===== src/hdl/cde_pkg.sv =====
package cde_pkg;

   // Command codes carried on the request channel.
   typedef enum logic [2:0] {
      CMD_PUSH_FRONT = 3'd0,
      CMD_PUSH_REAR  = 3'd1,
      CMD_POP_FRONT  = 3'd2,
      CMD_POP_REAR   = 3'd3,
      CMD_REPORT     = 3'd4
   } cde_cmd_type;

   // Status codes returned with every response.
   typedef enum logic [1:0] {
      ST_OK        = 2'd0,
      ST_OVERFLOW  = 2'd1,
      ST_UNDERFLOW = 2'd2
   } cde_status_type;

   // What one chain does in one cycle. UP moves every word one cell toward the
   // high end, DOWN one cell toward the low end, LOAD writes the pushed word
   // into the single cell whose index matches the load position.
   typedef enum logic [1:0] {
      CELL_HOLD = 2'd0,
      CELL_UP   = 2'd1,
      CELL_DOWN = 2'd2,
      CELL_LOAD = 2'd3
   } cde_cell_op_type;

   typedef struct packed {
      cde_cell_op_type a_op;
      cde_cell_op_type b_op;
   } cde_cell_ctrl_type;

   typedef struct packed {
      cde_status_type     status;
      logic signed [31:0] removed_value;
      logic signed [31:0] front_value;
      logic signed [31:0] rear_value;
      logic [4:0]         item_count;
      logic               is_empty;
      logic               is_full;
   } cde_result_type;

endpackage


===== src/hdl/cde_cell.sv =====
module cde_cell #(
   parameter int DEPTH = 16,
   parameter int INDEX = 0
) (
   input  logic                           clock,
   input  cde_pkg::cde_cell_ctrl_type     ctrl,
   input  logic [$clog2(DEPTH)-1:0]       a_pos,
   input  logic [$clog2(DEPTH)-1:0]       b_pos,
   input  logic signed [31:0]             push_word,
   input  logic signed [31:0]             a_lower_word,
   input  logic signed [31:0]             a_upper_word,
   input  logic signed [31:0]             b_lower_word,
   input  logic signed [31:0]             b_upper_word,
   output logic signed [31:0]             a_word,
   output logic signed [31:0]             b_word
);

   localparam int IDX_W = $clog2(DEPTH);

   logic signed [31:0] a_word_ff;
   logic signed [31:0] a_word_in;
   logic signed [31:0] b_word_ff;
   logic signed [31:0] b_word_in;

   // Both chains follow the same rule; only the load position differs.
   always_comb begin
      a_word_in = a_word_ff;
      case (ctrl.a_op)
         cde_pkg::CELL_UP:   a_word_in = a_lower_word;
         cde_pkg::CELL_DOWN: a_word_in = a_upper_word;
         cde_pkg::CELL_LOAD: begin
            if (a_pos == IDX_W'(INDEX)) begin
               a_word_in = push_word;
            end
         end
         default: a_word_in = a_word_ff;
      endcase
   end

   always_comb begin
      b_word_in = b_word_ff;
      case (ctrl.b_op)
         cde_pkg::CELL_UP:   b_word_in = b_lower_word;
         cde_pkg::CELL_DOWN: b_word_in = b_upper_word;
         cde_pkg::CELL_LOAD: begin
            if (b_pos == IDX_W'(INDEX)) begin
               b_word_in = push_word;
            end
         end
         default: b_word_in = b_word_ff;
      endcase
   end

   always_ff @(posedge clock) begin
      a_word_ff <= a_word_in;
      b_word_ff <= b_word_in;
   end

   assign a_word = a_word_ff;
   assign b_word = b_word_ff;

endmodule


===== src/hdl/circular_deque_engine_top.sv =====
// Double-ended queue of up to DEPTH signed 32-bit words.
//
// Requests arrive on req_valid / req_stall with a command (push front, push
// rear, pop front, pop rear, report) and a word to push. Every request yields
// exactly one response on rsp_valid / rsp_stall carrying the status, the word
// removed by a pop, the front and rear words, the count and the empty and full
// flags, all as they stand after the request.
//
// A response is registered in the output register when its request is
// accepted, or in the skid register while the output waits. One request is
// taken per cycle, limited only by this two-entry response buffer. While the
// receiver stalls, one more request is still accepted and parked in the skid
// register, after which req_stall rises until the receiver drains the output.
//
// Reset empties the queue at once (count zero) and drops any pending
// responses. The stored words themselves are not cleared; an empty queue
// reports zero for its front and rear words. There is no clearing pass, so
// requests are taken as soon as reset is released.
module circular_deque_engine_top #(
   parameter int DEPTH = 16
) (
   input  logic               clock,
   input  logic               reset,
   input  logic               req_valid,
   output logic               req_stall,
   input  logic [2:0]         req_cmd,
   input  logic signed [31:0] req_value,
   output logic               rsp_valid,
   input  logic               rsp_stall,
   output logic [1:0]         rsp_status,
   output logic signed [31:0] rsp_removed_value,
   output logic signed [31:0] rsp_front_value,
   output logic signed [31:0] rsp_rear_value,
   output logic [4:0]         rsp_item_count,
   output logic               rsp_is_empty,
   output logic               rsp_is_full
);

   localparam int IDX_W = $clog2(DEPTH);
   localparam int CNT_W = $clog2(DEPTH + 1);

   // The words are held twice, in two chains of cells. Chain A keeps the
   // front word in cell 0 and the rest in order behind it. Chain B keeps the
   // rear word in cell DEPTH-1 and the rest in order before it. Every end of
   // the queue that a request touches therefore sits at a fixed cell, and a
   // push at the far end of a chain is a load into the cell at the count
   // (chain A) or at DEPTH-1 minus the count (chain B).
   logic signed [31:0] a_word [DEPTH];
   logic signed [31:0] b_word [DEPTH];

   logic [CNT_W-1:0] count_ff;
   logic [CNT_W-1:0] count_in;

   cde_pkg::cde_cell_ctrl_type cell_ctrl;
   cde_pkg::cde_result_type    result;

   logic [IDX_W-1:0] a_pos;
   logic [IDX_W-1:0] b_pos;

   logic req_accept;
   logic rsp_take;
   logic is_full_now;
   logic is_empty_now;

   // Response buffer: an output register plus one skid register.
   logic                    rsp_valid_ff;
   logic                    rsp_valid_in;
   cde_pkg::cde_result_type rsp_data_ff;
   cde_pkg::cde_result_type rsp_data_in;
   logic                    skid_valid_ff;
   logic                    skid_valid_in;
   cde_pkg::cde_result_type skid_data_ff;
   cde_pkg::cde_result_type skid_data_in;

   assign req_stall  = skid_valid_ff;
   assign req_accept = req_valid && !skid_valid_ff;
   assign rsp_take   = rsp_valid_ff && !rsp_stall;

   assign is_full_now  = (count_ff == CNT_W'(DEPTH));
   assign is_empty_now = (count_ff == '0);

   // Load positions; they are only used when the queue is not full, so the
   // count then fits the index width.
   assign a_pos = count_ff[IDX_W-1:0];
   assign b_pos = IDX_W'(DEPTH - 1) - count_ff[IDX_W-1:0];

   // Decode the request into chain operations, the next count and the
   // response fields. Unknown command codes behave as a report.
   always_comb begin
      cell_ctrl.a_op       = cde_pkg::CELL_HOLD;
      cell_ctrl.b_op       = cde_pkg::CELL_HOLD;
      count_in             = count_ff;
      result.status        = cde_pkg::ST_OK;
      result.removed_value = '0;
      result.front_value   = a_word[0];
      result.rear_value    = b_word[DEPTH-1];
      case (req_cmd)
         cde_pkg::CMD_PUSH_FRONT: begin
            if (is_full_now) begin
               result.status = cde_pkg::ST_OVERFLOW;
            end else begin
               cell_ctrl.a_op     = cde_pkg::CELL_UP;
               cell_ctrl.b_op     = cde_pkg::CELL_LOAD;
               count_in           = count_ff + 1'b1;
               result.front_value = req_value;
               if (is_empty_now) begin
                  result.rear_value = req_value;
               end
            end
         end
         cde_pkg::CMD_PUSH_REAR: begin
            if (is_full_now) begin
               result.status = cde_pkg::ST_OVERFLOW;
            end else begin
               cell_ctrl.a_op    = cde_pkg::CELL_LOAD;
               cell_ctrl.b_op    = cde_pkg::CELL_DOWN;
               count_in          = count_ff + 1'b1;
               result.rear_value = req_value;
               if (is_empty_now) begin
                  result.front_value = req_value;
               end
            end
         end
         cde_pkg::CMD_POP_FRONT: begin
            if (is_empty_now) begin
               result.status = cde_pkg::ST_UNDERFLOW;
            end else begin
               cell_ctrl.a_op       = cde_pkg::CELL_DOWN;
               count_in             = count_ff - 1'b1;
               result.removed_value = a_word[0];
               result.front_value   = a_word[1];
            end
         end
         cde_pkg::CMD_POP_REAR: begin
            if (is_empty_now) begin
               result.status = cde_pkg::ST_UNDERFLOW;
            end else begin
               cell_ctrl.b_op       = cde_pkg::CELL_UP;
               count_in             = count_ff - 1'b1;
               result.removed_value = b_word[DEPTH-1];
               result.rear_value    = b_word[DEPTH-2];
            end
         end
         default: begin
            cell_ctrl.a_op = cde_pkg::CELL_HOLD;
            cell_ctrl.b_op = cde_pkg::CELL_HOLD;
         end
      endcase

      if (!req_accept) begin
         cell_ctrl.a_op = cde_pkg::CELL_HOLD;
         cell_ctrl.b_op = cde_pkg::CELL_HOLD;
         count_in       = count_ff;
      end

      result.is_empty   = (count_in == '0);
      result.is_full    = (count_in == CNT_W'(DEPTH));
      result.item_count = 5'(count_in);
      if (result.is_empty) begin
         result.front_value = '0;
         result.rear_value  = '0;
      end
   end

   // The row of cells. The open ends of both chains take the pushed word; the
   // ends that would shift in from outside are never read afterwards.
   for (genvar i = 0; i < DEPTH; i++) begin : g_cell
      logic signed [31:0] a_lower;
      logic signed [31:0] a_upper;
      logic signed [31:0] b_lower;
      logic signed [31:0] b_upper;

      if (i == 0) begin : g_low_end
         assign a_lower = req_value;
         assign b_lower = req_value;
      end else begin : g_low_mid
         assign a_lower = a_word[i-1];
         assign b_lower = b_word[i-1];
      end

      if (i == DEPTH - 1) begin : g_high_end
         assign a_upper = req_value;
         assign b_upper = req_value;
      end else begin : g_high_mid
         assign a_upper = a_word[i+1];
         assign b_upper = b_word[i+1];
      end

      cde_cell #(
         .DEPTH (DEPTH),
         .INDEX (i)
      ) u_cell (
         .clock        (clock),
         .ctrl         (cell_ctrl),
         .a_pos        (a_pos),
         .b_pos        (b_pos),
         .push_word    (req_value),
         .a_lower_word (a_lower),
         .a_upper_word (a_upper),
         .b_lower_word (b_lower),
         .b_upper_word (b_upper),
         .a_word       (a_word[i]),
         .b_word       (b_word[i])
      );
   end

   // Response buffer. A new response goes to the output register when it is
   // empty or being drained, otherwise into the skid register. Requests are
   // held off only while the skid register is occupied.
   always_comb begin
      rsp_valid_in  = rsp_valid_ff;
      rsp_data_in   = rsp_data_ff;
      skid_valid_in = skid_valid_ff;
      skid_data_in  = skid_data_ff;
      if (rsp_take) begin
         if (skid_valid_ff) begin
            rsp_valid_in  = 1'b1;
            rsp_data_in   = skid_data_ff;
            skid_valid_in = 1'b0;
         end else begin
            rsp_valid_in = req_accept;
            rsp_data_in  = result;
         end
      end else if (req_accept) begin
         if (rsp_valid_ff) begin
            skid_valid_in = 1'b1;
            skid_data_in  = result;
         end else begin
            rsp_valid_in = 1'b1;
            rsp_data_in  = result;
         end
      end
   end

   always_ff @(posedge clock) begin
      if (reset) begin
         count_ff      <= '0;
         rsp_valid_ff  <= 1'b0;
         skid_valid_ff <= 1'b0;
      end else begin
         count_ff      <= count_in;
         rsp_valid_ff  <= rsp_valid_in;
         skid_valid_ff <= skid_valid_in;
      end
   end

   always_ff @(posedge clock) begin
      rsp_data_ff  <= rsp_data_in;
      skid_data_ff <= skid_data_in;
   end

   assign rsp_valid         = rsp_valid_ff;
   assign rsp_status        = rsp_data_ff.status;
   assign rsp_removed_value = rsp_data_ff.removed_value;
   assign rsp_front_value   = rsp_data_ff.front_value;
   assign rsp_rear_value    = rsp_data_ff.rear_value;
   assign rsp_item_count    = rsp_data_ff.item_count;
   assign rsp_is_empty      = rsp_data_ff.is_empty;
   assign rsp_is_full       = rsp_data_ff.is_full;

   // The count never goes past the capacity.
   a_count_bound : assert property (@(posedge clock) disable iff (reset)
      count_ff <= CNT_W'(DEPTH))
      else $error("count exceeds capacity");

   // The skid register is only filled behind a waiting output register.
   a_skid_behind_out : assert property (@(posedge clock) disable iff (reset)
      skid_valid_ff |-> rsp_valid_ff)
      else $error("skid register full while output register empty");

   // A push into a queue with room grows it by exactly one word.
   a_push_grows : assert property (@(posedge clock) disable iff (reset)
      (req_accept && !is_full_now &&
       (req_cmd == cde_pkg::CMD_PUSH_FRONT || req_cmd == cde_pkg::CMD_PUSH_REAR))
      |=> count_ff == $past(count_ff) + 1'b1)
      else $error("push did not grow the queue by one");

   // An overflow is only reported by a full queue.
   a_overflow_full : assert property (@(posedge clock) disable iff (reset)
      (rsp_valid_ff && rsp_status == cde_pkg::ST_OVERFLOW) |-> rsp_is_full)
      else $error("overflow reported on a queue that is not full");

   // An underflow is only reported by an empty queue.
   a_underflow_empty : assert property (@(posedge clock) disable iff (reset)
      (rsp_valid_ff && rsp_status == cde_pkg::ST_UNDERFLOW) |-> rsp_is_empty)
      else $error("underflow reported on a queue that is not empty");

endmodule

===== config.mk =====
export PLATFORM = sky130hd
export DESIGN_NAME = circular_deque_engine_top
export DESIGN_NICKNAME = d
export VERILOG_FILES = /design/src/hdl/cde_pkg.sv /design/src/hdl/cde_cell.sv /design/src/hdl/circular_deque_engine_top.sv
export SDC_FILE = /design/constraint.sdc
export NUM_CORES = 2
export LEC_CHECK = 0
export BUFFER_PORTS_ARGS = -buffer_cell sky130_fd_sc_hd__buf_2
export CELL_PAD_IN_SITES_DETAIL_PLACEMENT = 1
export CELL_PAD_IN_SITES_GLOBAL_PLACEMENT = 1
export CORE_ASPECT_RATIO = 1.5
export CORE_UTILIZATION = 35
export CTS_CLUSTER_SIZE = 12
export DETAILED_ROUTE_END_ITERATION = 16
export PLACE_DENSITY = 0.62
export RECOVER_POWER = 25
export SLEW_MARGIN = 20
export SYNTH_ARGS = -nofsm -noshare
export SYNTH_HDL_FRONTEND = slang
export SYNTH_SLANG_ARGS = --single-unit

===== constraint.sdc =====
create_clock -name clock -period 15.9 [get_ports clock]
set_input_delay 0 -clock clock [delete_from_list [all_inputs] [get_ports clock]]
set_output_delay 0 -clock clock [all_outputs]
set_load 0.02 [all_outputs]

==> impl_metrics.tcl <==
set metrics [dict create \
    hold-worst-slack_ns 0.152 \
    clock_group_share_of_total_power_pct 34.6 \
    maxCapViolCount 19 \
    drt_first_iter_violations 3657 \
    timing.critical_path.to "g_cell[12].u_cell.b_word[24]$_DFFE_PP_" \
    timing.hold.worst.class "input port to flop" \
    setup_repair_after_global_routing_missed_its_margin "false" \
    design.core.area_mm2 0.162 \
    cts_tree "yes" \
    postRouteAntennaNets 0 \
    synth_cell_type_count 57 \
    slowest_stage "sky130_fd_sc_hd__clkbuf_1" \
    area_delta_synth_final_pct 11.0 \
    critPathCaptureType "flop" \
    worstSetupStartpoint "count_ff[0]$_SDFF_PP0_" \
    failed_checks "max-capacitance violations, max-slew violations" \
    critical_path.startpoint_type "flop" \
    placed_cells_incl_taps 7103 \
    wl_per_cell_um 23.7 \
    grt_util_all_layers_pct 20.8 \
    cts_setup_buffers 0 \
    r2r-start "count_ff[0]$_SDFF_PP0_" \
    r2r_cells 8 \
    antenna_found_initial 11 \
    timing.critical_path.max_delay_family "buffers and inverters" \
    routed_via_density 5.58 \
    syn_area_mm2 0.0570 \
    slowest_delay_ns 4.16 \
    post-route-worst-setup-slack_ns 6.70 \
    overflow 0 \
    outcome "finished with violations" \
    cell_seen_most_often_among_critical_path_stages "sky130_fd_sc_hd__buf_12" \
    fin_nets 5218 \
    io_count 146 \
    max-slew-margin-rel_pct -291 \
    total_of_buffers_placed_on_input_and_output_ports 145 \
    cts_max_path_buffers 3 \
    yosys_warnings 0 \
    critical_path_buf_inv_count 4 \
    floorplan.initialDensity_pct 35.2 \
    holdBufCountCts 39 \
    layout_commonest_cell "sky130_fd_sc_hd__a21oi_1" \
    cts_htree_levels 4 \
    number_of_global_route_vias_before_repair 40760 \
    required_ns 16.36 \
    cts_inserted_buffers 131 \
    synth_seq_area_share_pct 65.3 \
    crit_arrival_ns 9.66 \
    finish.cell_count_without_fillers 7364 \
    row_count 181 \
    power_report.internal_total_mw 5.90 \
    r2r_end "g_cell[12].u_cell.b_word[24]$_DFFE_PP_" \
    insertion_delay_ns 0.78 \
    dr_total_vias 41085 \
    grt_first_pass_wirelength_um 261000 \
    report.final.setup_viol 0 \
    final.period_utilization_pct 57.8 \
    placement.setup.worst_slack_ns 9.79 \
    root_buffer "sky130_fd_sc_hd__clkbuf_16" \
    power.switching_mw 2.43 \
    cts.sinks 1241 \
    place_congestion 0.808 \
    cp_cell_sequence "inv_1, ha_1, and4bb_1, nor4_1, clkbuf_1, buf_12, buf_12, a21oi_1" \
    seq_power_share_pct 49.3 \
    synthesis.instances 5271 \
    critical_path_cell_count 8 \
    synth_top_flop_cell "sky130_fd_sc_hd__edfxtp_1" \
    design.die.area_mm2 0.164 \
    async_flop_share_pct 0 \
    drv_slew 828 \
    finalCriticalPeriod_ns 9.20 \
    skew_ns 0.0331 \
    number_of_flip_flops_and_latches_in_the_synthesized_netlist 1241 \
    ir_drop_v 0.000109 \
    combPwrFrac_pct 16.1 \
    hpwlAfterDp_um 103000 \
    switching_share_pct 29.1 \
    routed_wirelength_um 174000 \
    worst_case_register_to_register_setup_slack_ns 6.70 \
    synth.avg_cell_area_um2 10.8 \
    layout.cells.most_common_list "sky130_fd_sc_hd__a21oi_1, sky130_fd_sc_hd__edfxtp_1, sky130_fd_sc_hd__nand2_1" \
    fmax_ghz 0.109 \
    drcViolationCount 0 \
    final_hold_viol_count 0 \
    tightestPinTransition_ns 5.87 \
    postPlaceCellArea_mm2 0.0592 \
    totalNegativeSetupSlack_ns 0 \
    fp.dieW_um 331 \
    synth_enable_flop_cells 1234 \
    fillers 17633 \
    critPathMaxFanout 277 \
    power-per-cell-area_mw_per_mm2 132 \
    post_cts.resized_instances 0 \
    synthesis.nets 5315 \
    drive_gt1_share_pct 6.41 \
    criticalPathCategory "flop to flop" \
    dr.pass1.iters 8 \
    cts.reportedPaths.clkPinSlew_ns 0.06 \
    power_leakage_nw 21.6 \
    pin_count_of_the_biggest_net_entering_global_routing 301 \
    post-route-cell-area_mm2 0.0632 \
    chipHeight_um 496 \
]
through the flow:
stage	power [mW]	utilization (%)
floorplan	4.97	-
global placement	5.49	36.6
detailed placement	5.52	36.6
CTS	8.44	39.2
global route	8.66	39.0
finish	8.33	39.0
flip-flops by register name, indices dropped and copies added, names as in the netlist:
name / count
g_cell.u_cell.a_word: 512
g_cell.u_cell.b_word: 512
skid_data_ff: 105
rsp_front_value: 32
rsp_rear_value: 32
rsp_removed_value: 32
count_ff: 5
rsp_item_count: 5
rsp_status: 2
req_stall: 1
rsp_is_empty: 1
rsp_is_full: 1
rsp_valid: 1
cell usage after synthesis (all sizes together) (2+ instances only):
library cell | number | area [um2]
nand2 | 660 | 2480
o211ai | 4 | 30.0
nor2b | 37 | 231
a21oi | 1389 | 6950
ha | 5 | 62.6
xnor2 | 3 | 26.3
buf | 202 | 1150
edfxtp | 1234 | 37100
nor3b | 3 | 27.5
nor4b | 2 | 32.5
a21o | 33 | 248
nor2 | 631 | 2370
o21ai | 457 | 2300
or3b | 3 | 26.3
a21boi | 3 | 22.5
nand2b | 5 | 31.3
clkbuf | 290 | 1090
mux2i | 33 | 330
nand3 | 7 | 35.0
a222oi | 63 | 631
o22ai | 2 | 12.5
dfxtp | 7 | 140
nor3 | 8 | 45.0
a211oi | 63 | 473
and2 | 33 | 206
mux2 | 66 | 743
nor4 | 3 | 25.0
inv | 9 | 33.8
routing by layer:
layer	share of wire, %	track usage [%]
met1	45	27.9
met3	4.6	3.05
met4	2.7	6.02
met2	48	34.9
met5	0	0
power groups by stage:
stage	combinational [mW]	clock, mW	sequential (mW)
4_1_cts	1.37	2.97	4.10
5_1_grt	1.46	3.07	4.13
3_5_place_dp	1.36	0	4.16
6_report	1.34	2.89	4.10
2_1_floorplan	0.765	0	4.21
3_3_place_gp	1.33	0	4.16
worst register-to-register path, delay by kind of cell (launching register included):
family	cells	cell delay, ns
simple gates	2	1.64
fa+ha+maj	1	0.35
compound gates	1	0.40
buf+inv	4	6.05
flops	1	0.45
final cells by class:
cell class	instances	area, um2	area share (%)
Inverter	9	33.8	0.0535
Multi-Input combinational cell	3529	17900	28.3
Clock buffer	173	3520	5.57
Sequential cell	1241	37200	58.9
Antenna cell	2	5.00	0.00792
Clock inverter	44	303	0.479
Timing Repair Buffer	262	1630	2.58
Tap cell	2104	2630	4.17
how the worst min path moves through the flow:
stage,end,depth (start not counted),start,slack [ns]
5_1_grt,count_ff[1]$_SDFF_PP0_,3,reset,0.12
6_report,count_ff[1]$_SDFF_PP0_,3,reset,0.15
3_3_place_gp,rsp_valid$_SDFFE_PP0P_,3,rsp_stall,0.34
2_1_floorplan,rsp_valid$_SDFFE_PP0P_,1,reset,0.07
3_5_place_dp,count_ff[3]$_SDFF_PP0_,2,reset,0.36
4_1_cts,count_ff[1]$_SDFF_PP0_,3,reset,0.09
kinds of logic after synthesis:
family,Yosys count,synth area share (%)
buf+inv,501,3.99
xor+xnor,4,0.0615
mux,99,1.88
compound gates,2022,18.8
flops,1241,65.3
simple gates,1399,9.79
fa+ha+maj,5,0.110
No activity file was read; power rests on OpenSTA's default activity.
